$ cat src/wlp_pkg.sv
package wlp_pkg;

    localparam int TICK_W      = 48;   // one tick counter field
    localparam int ACC_W       = 64;   // busy / total accumulator width
    localparam int PCT_W       = 7;    // load_percent field
    localparam int WIN_CFG_W   = 5;    // window_length register
    localparam int S_TDATA_W   = 4 * TICK_W;
    localparam int M_TDATA_W   = 8;
    localparam int PROD_W      = ACC_W + PCT_W;
    localparam int MAX_WINDOW_DEF = 16;

    localparam logic [WIN_CFG_W-1:0] WIN_RESET = 5'd16;
    localparam logic [PCT_W-1:0]     PCT_FULL  = 7'd100;
    localparam logic [PCT_W-1:0]     PCT_NONE  = 7'd0;

    // Control from sequencer to serial datapath
    typedef struct packed {
        logic load_ticks;
        logic load_hist;
    } ser_ctl_t;

    // Status from serial datapath
    typedef struct packed {
        logic done;
        logic old_total_zero;
        logic dtotal_zero;
        logic dbusy_ge;
    } ser_stat_t;

endpackage

$ cat src/wlp_ram.sv
module wlp_ram #(
    parameter int WIDTH = 8,
    parameter int DEPTH = 16
) (
    input  logic                                  aclk,
    input  logic                                  we,
    input  logic [((DEPTH > 1) ? $clog2(DEPTH) : 1)-1:0] waddr,
    input  logic [WIDTH-1:0]                      wdata,
    input  logic                                  re,
    input  logic [((DEPTH > 1) ? $clog2(DEPTH) : 1)-1:0] raddr,
    output logic [WIDTH-1:0]                      rdata
);

    logic [WIDTH-1:0] mem [DEPTH];
    logic [WIDTH-1:0] rdata_reg;

    always_ff @(posedge aclk) begin
        if (we) begin
            mem[waddr] <= wdata;
        end
        if (re) begin
            rdata_reg <= mem[raddr];
        end
    end

    assign rdata = rdata_reg;

endmodule

$ cat src/wlp_serial.sv
// LSB-first bit-serial datapath: busy/total sums, deltas and delta compare.
module wlp_serial (
    input  logic                                aclk,
    input  logic                                aresetn,
    input  wlp_pkg::ser_ctl_t                   ctl,
    input  logic [wlp_pkg::TICK_W-1:0]          user_ticks,
    input  logic [wlp_pkg::TICK_W-1:0]          nice_ticks,
    input  logic [wlp_pkg::TICK_W-1:0]          system_ticks,
    input  logic [wlp_pkg::TICK_W-1:0]          idle_ticks,
    input  logic [wlp_pkg::ACC_W-1:0]           old_busy,
    input  logic [wlp_pkg::ACC_W-1:0]           old_total,
    output logic [wlp_pkg::ACC_W-1:0]           busy,
    output logic [wlp_pkg::ACC_W-1:0]           total,
    output logic [wlp_pkg::ACC_W-1:0]           dbusy,
    output logic [wlp_pkg::ACC_W-1:0]           dtotal,
    output wlp_pkg::ser_stat_t                  stat
);

    localparam int CNT_W = $clog2(wlp_pkg::ACC_W);

    logic [wlp_pkg::TICK_W-1:0] u_reg, n_reg, s_reg, i_reg;
    logic [wlp_pkg::ACC_W-1:0]  ob_reg, ot_reg;
    logic [wlp_pkg::ACC_W-1:0]  busy_reg, total_reg, db_reg, dt_reg;
    logic [1:0]                 cb_reg;      // 3-input adder carry
    logic                       ct_reg;      // total adder carry
    logic                       bb_reg, bt_reg, bc_reg;  // borrows
    logic                       ot_nz_reg, dt_nz_reg;
    logic [CNT_W-1:0]           cnt_reg;
    logic                       run_reg, done_reg;

    logic [2:0] sum3;
    logic [1:0] sum2, dif_b, dif_t, dif_c;
    logic       busy_bit, tot_bit, db_bit, dt_bit;

    always_comb begin
        sum3     = 3'(u_reg[0]) + 3'(n_reg[0]) + 3'(s_reg[0]) + 3'(cb_reg);
        busy_bit = sum3[0];
        sum2     = 2'(busy_bit) + 2'(i_reg[0]) + 2'(ct_reg);
        tot_bit  = sum2[0];
        dif_b    = 2'(busy_bit) - 2'(ob_reg[0]) - 2'(bb_reg);
        db_bit   = dif_b[0];
        dif_t    = 2'(tot_bit) - 2'(ot_reg[0]) - 2'(bt_reg);
        dt_bit   = dif_t[0];
        dif_c    = 2'(db_bit) - 2'(dt_bit) - 2'(bc_reg);
    end

    // control
    always_ff @(posedge aclk) begin
        if (!aresetn) begin
            run_reg  <= 1'b0;
            done_reg <= 1'b0;
            cnt_reg  <= '0;
        end else begin
            done_reg <= run_reg && !ctl.load_hist
                        && (cnt_reg == CNT_W'(wlp_pkg::ACC_W - 1));
            if (ctl.load_hist) begin
                run_reg <= 1'b1;
                cnt_reg <= '0;
            end else if (run_reg) begin
                cnt_reg <= cnt_reg + CNT_W'(1);
                if (cnt_reg == CNT_W'(wlp_pkg::ACC_W - 1)) begin
                    run_reg <= 1'b0;
                end
            end
        end
    end

    // shift registers and serial carries
    always_ff @(posedge aclk) begin
        if (ctl.load_ticks) begin
            u_reg <= user_ticks;
            n_reg <= nice_ticks;
            s_reg <= system_ticks;
            i_reg <= idle_ticks;
        end else if (run_reg) begin
            u_reg <= u_reg >> 1;
            n_reg <= n_reg >> 1;
            s_reg <= s_reg >> 1;
            i_reg <= i_reg >> 1;
        end
        if (ctl.load_hist) begin
            ob_reg    <= old_busy;
            ot_reg    <= old_total;
            cb_reg    <= '0;
            ct_reg    <= 1'b0;
            bb_reg    <= 1'b0;
            bt_reg    <= 1'b0;
            bc_reg    <= 1'b0;
            ot_nz_reg <= 1'b0;
            dt_nz_reg <= 1'b0;
        end else if (run_reg) begin
            ob_reg    <= ob_reg >> 1;
            ot_reg    <= ot_reg >> 1;
            cb_reg    <= sum3[2:1];
            ct_reg    <= sum2[1];
            bb_reg    <= dif_b[1];
            bt_reg    <= dif_t[1];
            bc_reg    <= dif_c[1];
            ot_nz_reg <= ot_nz_reg | ot_reg[0];
            dt_nz_reg <= dt_nz_reg | dt_bit;
            busy_reg  <= {busy_bit, busy_reg[wlp_pkg::ACC_W-1:1]};
            total_reg <= {tot_bit, total_reg[wlp_pkg::ACC_W-1:1]};
            db_reg    <= {db_bit, db_reg[wlp_pkg::ACC_W-1:1]};
            dt_reg    <= {dt_bit, dt_reg[wlp_pkg::ACC_W-1:1]};
        end
    end

    assign busy   = busy_reg;
    assign total  = total_reg;
    assign dbusy  = db_reg;
    assign dtotal = dt_reg;

    always_comb begin
        stat.done           = done_reg;
        stat.old_total_zero = !ot_nz_reg;
        stat.dtotal_zero    = !dt_nz_reg;
        stat.dbusy_ge       = !bc_reg;   // no borrow out of dbusy - dtotal
    end

endmodule

$ cat src/wlp_pct_div.sv
// floor(100 * num / den) for num < den: one multiply, then 7 restoring steps.
module wlp_pct_div (
    input  logic                         aclk,
    input  logic                         aresetn,
    input  logic                         start,
    input  logic [wlp_pkg::ACC_W-1:0]    num,
    input  logic [wlp_pkg::ACC_W-1:0]    den,
    output logic [wlp_pkg::PCT_W-1:0]    quo,
    output logic                         done
);

    localparam int STEP_W = $clog2(wlp_pkg::PCT_W);

    typedef enum logic [1:0] {
        D_IDLE,
        D_MUL,
        D_STEP
    } div_state_t;

    div_state_t                    state_reg;
    logic [STEP_W-1:0]             step_reg;
    logic                          done_reg;
    logic [wlp_pkg::ACC_W-1:0]     num_reg;
    logic [wlp_pkg::PROD_W-1:0]    x_reg, dsh_reg;
    logic [wlp_pkg::PCT_W-1:0]     quo_reg;

    logic                          fits;
    logic [wlp_pkg::PROD_W-1:0]    x_sub;

    always_comb begin
        fits  = (x_reg >= dsh_reg);
        x_sub = x_reg - dsh_reg;
    end

    always_ff @(posedge aclk) begin
        if (!aresetn) begin
            state_reg <= D_IDLE;
            step_reg  <= '0;
            done_reg  <= 1'b0;
        end else begin
            done_reg <= (state_reg == D_STEP)
                        && (step_reg == STEP_W'(wlp_pkg::PCT_W - 1));
            case (state_reg)
                D_IDLE: begin
                    if (start) begin
                        state_reg <= D_MUL;
                    end
                end
                D_MUL: begin
                    step_reg  <= '0;
                    state_reg <= D_STEP;
                end
                D_STEP: begin
                    step_reg <= step_reg + STEP_W'(1);
                    if (step_reg == STEP_W'(wlp_pkg::PCT_W - 1)) begin
                        state_reg <= D_IDLE;
                    end
                end
                default: state_reg <= D_IDLE;
            endcase
        end
    end

    // datapath
    always_ff @(posedge aclk) begin
        if (start && state_reg == D_IDLE) begin
            num_reg <= num;
            dsh_reg <= wlp_pkg::PROD_W'(den) << (wlp_pkg::PCT_W - 1);
        end
        if (state_reg == D_MUL) begin
            x_reg <= num_reg * wlp_pkg::PROD_W'(wlp_pkg::PCT_FULL);
        end
        if (state_reg == D_STEP) begin
            if (fits) begin
                x_reg <= x_sub;
            end
            quo_reg <= {quo_reg[wlp_pkg::PCT_W-2:0], fits};
            dsh_reg <= dsh_reg >> 1;
        end
    end

    assign quo  = quo_reg;
    assign done = done_reg;

endmodule

$ cat src/windowed_load_percent_core.sv
// An accepted s_ word passes a history read, the bit-serial sums and deltas,
//   the divider and the hold state before it reaches the output register.
// A new word is taken only once the last result has left the hold state.
// A finished result waits in the output register while the next word is taken.
// Reset (aresetn low, synchronous): history reads as zero, index 0, window 16.
module windowed_load_percent_core #(
    parameter int MAX_WINDOW = wlp_pkg::MAX_WINDOW_DEF
) (
    input  logic                             aclk,
    input  logic                             aresetn,
    // config: window_length
    input  logic                             cfg_we,
    input  logic [wlp_pkg::WIN_CFG_W-1:0]    cfg_wdata,
    // input words
    input  logic                             s_tvalid,
    output logic                             s_tready,
    // [47:0] user_ticks, [95:48] nice_ticks, [143:96] system_ticks,
    // [191:144] idle_ticks
    input  logic [wlp_pkg::S_TDATA_W-1:0]    s_tdata,
    // result words
    output logic                             m_tvalid,
    input  logic                             m_tready,
    // [6:0] load_percent, [7] zero
    output logic [wlp_pkg::M_TDATA_W-1:0]    m_tdata
);

    localparam int IDX_W = (MAX_WINDOW > 1) ? $clog2(MAX_WINDOW) : 1;
    localparam int CNT_W = $clog2(MAX_WINDOW + 1);
    localparam int WIN_W = (CNT_W > wlp_pkg::WIN_CFG_W) ? CNT_W : wlp_pkg::WIN_CFG_W;
    localparam int TW    = wlp_pkg::TICK_W;
    localparam int AW    = wlp_pkg::ACC_W;

    typedef enum logic [2:0] {
        ST_IDLE,    // waiting for a word
        ST_READ,    // history entry arrives from the RAM
        ST_SERIAL,  // bit-serial sums and deltas
        ST_DIV,     // percentage divide
        ST_HOLD     // result waits for the output register
    } state_t;

    state_t                         state_reg;
    logic [wlp_pkg::WIN_CFG_W-1:0]  window_length_reg;
    logic [IDX_W-1:0]               ring_idx_reg, ring_idx_next;
    logic [IDX_W-1:0]               cur_idx_reg;
    logic [MAX_WINDOW-1:0]          valid_reg;     // history entry written since reset
    logic                           out_valid_reg;
    logic [wlp_pkg::PCT_W-1:0]      out_pct_reg, pct_next;

    logic                           accept;
    logic                           out_free;
    logic [WIN_W-1:0]               win_ext, win_eff, idx_inc;

    wlp_pkg::ser_ctl_t              ser_ctl;
    wlp_pkg::ser_stat_t             ser_stat;
    logic [AW-1:0]                  old_busy, old_total;
    logic [AW-1:0]                  busy, total, dbusy, dtotal;
    logic [2*AW-1:0]                ram_q;
    logic                           div_start, div_done;
    logic [wlp_pkg::PCT_W-1:0]      div_quo;
    logic                           hist_we;

    assign s_tready = (state_reg == ST_IDLE);
    assign accept   = s_tvalid && s_tready;
    assign out_free = !out_valid_reg || m_tready;

    // Effective window: zero acts as 1, anything past MAX_WINDOW is clamped.
    always_comb begin
        win_ext = WIN_W'(window_length_reg);
        if (win_ext == '0) begin
            win_eff = WIN_W'(1);
        end else if (win_ext > WIN_W'(MAX_WINDOW)) begin
            win_eff = WIN_W'(MAX_WINDOW);
        end else begin
            win_eff = win_ext;
        end
        idx_inc = WIN_W'(ring_idx_reg) + WIN_W'(1);
        // a shortened window still uses the current slot, then wraps
        if (idx_inc >= win_eff) begin
            ring_idx_next = '0;
        end else begin
            ring_idx_next = idx_inc[IDX_W-1:0];
        end
    end

    // Unwritten history entries read as zero.
    always_comb begin
        if (valid_reg[cur_idx_reg]) begin
            old_busy  = ram_q[AW-1:0];
            old_total = ram_q[2*AW-1:AW];
        end else begin
            old_busy  = '0;
            old_total = '0;
        end
    end

    always_comb begin
        ser_ctl.load_ticks = accept;
        ser_ctl.load_hist  = (state_reg == ST_READ);
        hist_we            = (state_reg == ST_SERIAL) && ser_stat.done;
        div_start          = hist_we;
    end

    // Special cases first: empty history, flat total, busy at or above total.
    always_comb begin
        if (ser_stat.old_total_zero) begin
            pct_next = wlp_pkg::PCT_NONE;
        end else if (ser_stat.dtotal_zero || ser_stat.dbusy_ge) begin
            pct_next = wlp_pkg::PCT_FULL;
        end else begin
            pct_next = div_quo;
        end
    end

    always_ff @(posedge aclk) begin
        if (!aresetn) begin
            state_reg         <= ST_IDLE;
            window_length_reg <= wlp_pkg::WIN_RESET;
            ring_idx_reg      <= '0;
            valid_reg         <= '0;
            out_valid_reg     <= 1'b0;
        end else begin
            if (cfg_we) begin
                window_length_reg <= cfg_wdata;
            end
            // output register: load from hold, else drain on m_tready
            if (state_reg == ST_HOLD && out_free) begin
                out_valid_reg <= 1'b1;
            end else if (m_tready) begin
                out_valid_reg <= 1'b0;
            end
            case (state_reg)
                ST_IDLE: begin
                    if (accept) begin
                        cur_idx_reg  <= ring_idx_reg;
                        ring_idx_reg <= ring_idx_next;
                        state_reg    <= ST_READ;
                    end
                end
                ST_READ: begin
                    state_reg <= ST_SERIAL;
                end
                ST_SERIAL: begin
                    if (ser_stat.done) begin
                        valid_reg[cur_idx_reg] <= 1'b1;
                        state_reg              <= ST_DIV;
                    end
                end
                ST_DIV: begin
                    if (div_done) begin
                        state_reg <= ST_HOLD;
                    end
                end
                ST_HOLD: begin
                    if (out_free) begin
                        out_pct_reg <= pct_next;
                        state_reg   <= ST_IDLE;
                    end
                end
                default: state_reg <= ST_IDLE;
            endcase
        end
    end

    assign m_tvalid = out_valid_reg;
    assign m_tdata  = wlp_pkg::M_TDATA_W'(out_pct_reg);

    // history ring: {total, busy} per entry
    wlp_ram #(
        .WIDTH (2 * AW),
        .DEPTH (MAX_WINDOW)
    ) u_hist (
        .aclk  (aclk),
        .we    (hist_we),
        .waddr (cur_idx_reg),
        .wdata ({total, busy}),
        .re    (accept),
        .raddr (ring_idx_reg),
        .rdata (ram_q)
    );

    wlp_serial u_serial (
        .aclk         (aclk),
        .aresetn      (aresetn),
        .ctl          (ser_ctl),
        .user_ticks   (s_tdata[TW-1:0]),
        .nice_ticks   (s_tdata[2*TW-1:TW]),
        .system_ticks (s_tdata[3*TW-1:2*TW]),
        .idle_ticks   (s_tdata[4*TW-1:3*TW]),
        .old_busy     (old_busy),
        .old_total    (old_total),
        .busy         (busy),
        .total        (total),
        .dbusy        (dbusy),
        .dtotal       (dtotal),
        .stat         (ser_stat)
    );

    wlp_pct_div u_div (
        .aclk    (aclk),
        .aresetn (aresetn),
        .start   (div_start),
        .num     (dbusy),
        .den     (dtotal),
        .quo     (div_quo),
        .done    (div_done)
    );

endmodule

$ cat config.mk
export PLATFORM = sky130hd
export DESIGN_NAME = windowed_load_percent_core
export DESIGN_NICKNAME = d
export VERILOG_FILES = /design/src/wlp_pkg.sv /design/src/wlp_ram.sv /design/src/wlp_serial.sv /design/src/wlp_pct_div.sv /design/src/windowed_load_percent_core.sv
export SDC_FILE = /design/constraint.sdc
export NUM_CORES = 2
export LEC_CHECK = 0
export BUFFER_PORTS_ARGS = -buffer_cell sky130_fd_sc_hd__buf_4
export CAP_MARGIN = 20
export CORE_MARGIN = 5
export CORE_UTILIZATION = 60
export CTS_CLUSTER_DIAMETER = 30
export DETAILED_ROUTE_END_ITERATION = 10
export GPL_TIMING_DRIVEN = 0
export PLACE_DENSITY = 0.77
export SYNTH_ARGS = -nofsm -noshare
export SYNTH_HDL_FRONTEND = slang
export SYNTH_HIERARCHICAL = 1
export SYNTH_SLANG_ARGS = --single-unit
export TNS_END_PERCENT = 30
$ cat constraint.sdc
create_clock -name aclk -period 15.4 [get_ports aclk]
set_input_delay 2.31 -clock aclk [delete_from_list [all_inputs] [get_ports aclk]]
set_output_delay 2.31 -clock aclk [all_outputs]
set_load 0.02 [all_outputs]
==> summary.md <==
| Metric | Value |
|---|---|
| FF+latch count, synth | 3026 |
| Syn Nets | 7939 |
| TritonCTS clock tree | done |
| Cell chosen for the clock root | clkbuf_16 |
| CTS sink count | 3026 |
| # setup viols final | 0 |
| Remaining Overflow, GRT | 0 |
| R2r startpoint | u_div/num_reg[2] |
| VDD IR-drop max | 0.143 mV |
| Drt wl/cell | 32.1 um |
| FMAX | 190 MHz |
| Critical Path Max Stage Delay | 0.67 ns |
| Hold path startpoint | u_serial/dbusy[8] |
| Initial core utilization | 60.3% |
| Static Leak | 51.3 nW |
| Worst r2r path cells | 14 |
| Clock-pin slew on the worst setup and hold paths | 0.05 ns |
| Drt drc | 0 |
| Most frequent cells in the layout | 2904 x edfxtp_1, 496 x clkbuf_16, 476 x mux4_2 |
| Num CTS Buffers | 493 |
| Post-CTS Setup Inserts | 0 |
| # hold bufs at CTS | 0 |
| Part of the Yosys area used for sequential elements | 70.0% |
| Cts repair resizes | 0 |
| Placed inst area | 136000 um^2 |
| Post-synthesis cell area | 128000 um^2 |
| Core Box Area | 212000 um^2 |
| Vias in the first global route | 79.4k |
| Area Overhead vs Synth | 19.7% |
| Die Wd | 472 um |
| CP Capture Type | flop |
| Vias per inst | 6.72 |
| Synth Warn # | 6 |
| Rows | 169 |
| Non-Filler Instances | 11.5k |
| CP required | 16.30 ns |
| Synth Flop Type | edfxtp_1 |
| Total power | 0.0230 W |
| FFs w/ async S/R, synth | 0% |
| Power per cell area | 150 nW/um^2 |
| Post-Syn Instances | 7391 |
| Crit start category | flop |
| Ports | 212 |
| Status | finished, final reports clean |
| Slowest CP cell | a211oi_1 |
| Via Count | 77.4k |
| Stages on the worst setup path | 14 |
| Bufs and invs on worst path | 0 |
| Syn avg cell area | 17.3 um^2 |
| CP Max Fanout | 5 |
| Min-Delay Path Depth | 0 |
| Share of cells above drive strength 1 | 27.1% |
| ANT nets after route | 0 |
| All-Layer GR Usage | 32.8% |
| Post-synthesis cell type count | 101 |
| Clock Latency Late Sink | 1.01 ns |
| Initial DRC Count | 10.8k |
| Commonest non-fill, non-tap cell in the layout | edfxtp_1 |
| Routability congestion estimate | 0.880 |
| Min-delay worst type | flop to flop |
| Dpl cells | 10.6k |
| CP cell instances | ha_1, ha_1, fa_1, ha_1, o21ai_0, o21bai_1, a211oi_1, a211oi_1, o311ai_2, a2111oi_1, or2_1, xor2_1, mux2i_1, a21oi_1 |
| Slew @ Worst Pin | 1.32 ns |
| Drt total wl | 370 mm |
| Max FFs per register | 2048 |
| DP HPWL | 219 mm |
| EDFF count, synth | 2904 |
| Final setup margin | 10.14 ns |
| DR pass1 iterations | 7 |
| CTS max path bufs | 4 |
| Fin nets | 8830 |
| Max Cap Viol | 0 |
| Critical Path Start | u_div/num_reg[2] |
| Slew HR | 12.2% |
| CP top delay family | compound AO/OA/AOI/OAI gates |
| Crit path top cell by count | ha_1 |
| First-pass GRT wire length | 535 mm |
| Initial antenna violation count | 20 |
| Critical path class | flop to flop |
| Slew Limit Fails | 0 |
| Final period util | 34.1% |
| Post-layout util | 72.2% |
| Fillers | 11.9k |
| Place WS | 10.08 ns |
| Pin count of the biggest net entering global routing | 73 |
| Number of port buffers | 209 |
| Setup Skew | 0.0708 ns |
| Die Span Y | 472 um |
| CP arrival | 6.16 ns |
| Final Hold Fails | 0 |
| Minimum clock period | 5.26 ns |
| Final Cell Area | 153000 um^2 |
| H-Tree Depth | 5 |
| DIE AREA | 223000 um^2 |
| RSZ-0062 raised after global routing | no |
-- kinds of logic (layout without fill, tap and decap cells) --
logic type,Yosys count,in the layout,share of synthesized area (%)
other,1,15,0.00293
buffers and inverters,797,2099,2.91
adder cells (fa/ha/maj),346,346,3.76
AND/OR/NAND/NOR,1160,1160,4.76
XOR/XNOR,117,117,0.800
multiplexers,997,997,12.8
AO/OA/AOI/OAI,947,947,4.98
flip-flops,3026,3026,70.0
-- cell usage after synthesis (all sizes together), types with 9 or more instances --
master / n / area share (%)
o21ai: 131 / 0.52
o22ai: 21 / 0.10
mux4: 476 / 8.4
or2: 9 / 0.044
mux2i: 142 / 1.1
o21a: 18 / 0.11
nor2b: 61 / 0.30
nand2b: 15 / 0.073
xnor2: 66 / 0.45
nand2: 425 / 1.2
nor3: 41 / 0.16
nand3: 41 / 0.16
clkbuf: 188 / 0.55
fa: 65 / 1.0
a21oi: 230 / 0.92
a211oi: 61 / 0.37
xor2: 51 / 0.35
dfxtp: 122 / 1.9
nand4b: 129 / 0.88
a221oi: 9 / 0.062
buf: 219 / 1.2
inv: 390 / 1.1
nor2: 161 / 0.48
and2: 31 / 0.15
or3: 9 / 0.048
edfxtp: 2904 / 68
o21bai: 33 / 0.19
a21o: 87 / 0.51
mux2: 379 / 3.3
o211ai: 35 / 0.21
a31oi: 23 / 0.11
and3: 16 / 0.078
ha: 281 / 2.7
a22oi: 230 / 1.4
nand4: 186 / 0.91
-- metal layers --
| layer | share of wire [%] | vias to the layer above | wire length, um | GRT usage (%) |
|---|---|---|---|---|
| met5 | 0.039 | - | 143 | 0 |
| met4 | 5.9 | 12 | 21600 | 16.4 |
| met3 | 12 | 1326 | 45500 | 9.28 |
| met2 | 47 | 6090 | 175000 | 52.0 |
| met1 | 34 | 38800 | 127000 | 42.0 |
| li1 | - | 31200 | - | - |
-- area by class of cell --
cell class	count	area, um^2	share of cell area [%]
diodes	14	35.0	0.0228
plain buffers	407	2270	1.48
clock buffers	548	12700	8.27
clock inverters	358	4130	2.69
inverters	390	1470	0.959
multi-input cells	3568	34900	22.7
flip-flops and latches	3026	89600	58.4
well taps	2821	3530	2.30
repair buffers	396	4750	3.10
-- report_power, final --
| group | leakage [nW] | internal [W] | switching, W | total (W) |
|---|---|---|---|---|
| clock network | 8.06 | 0.00707 | 0.00411 | 0.0112 |
| registers | 25.4 | 0.00937 | 0.000216 | 0.00959 |
| logic | 17.8 | 0.000927 | 0.00135 | 0.00228 |
| total | 51.3 | 0.0174 | 0.00568 | 0.0230 |
-- per-stage QoR --
stage               hold WS (ns)  setup TNS, ns
floorplan                  0.400              0
global placement           0.412       -5520.21
detailed placement         0.410              0
CTS                        0.397              0
global route               0.429              0
finish                     0.397              0
-- worst reg2reg max path: stages, from the launching register on --
cell,delay (ns)
edfxtp_1,0.49
ha_1,0.34
ha_1,0.31
fa_1,0.47
ha_1,0.38
o21ai_0,0.14
o21bai_1,0.34
a211oi_1,0.25
a211oi_1,0.67
o311ai_2,0.22
a2111oi_1,0.67
or2_1,0.20
xor2_1,0.36
mux2i_1,0.13
a21oi_1,0.16
-- final timing paths --
check                     end  slack [ns]
max           u_div/x_reg[59]       10.14
min reg2reg  u_div/num_reg[8]        0.40
min          u_div/num_reg[8]        0.40
max reg2reg   u_div/x_reg[59]       10.14
(Power assumes the default switching activity.)
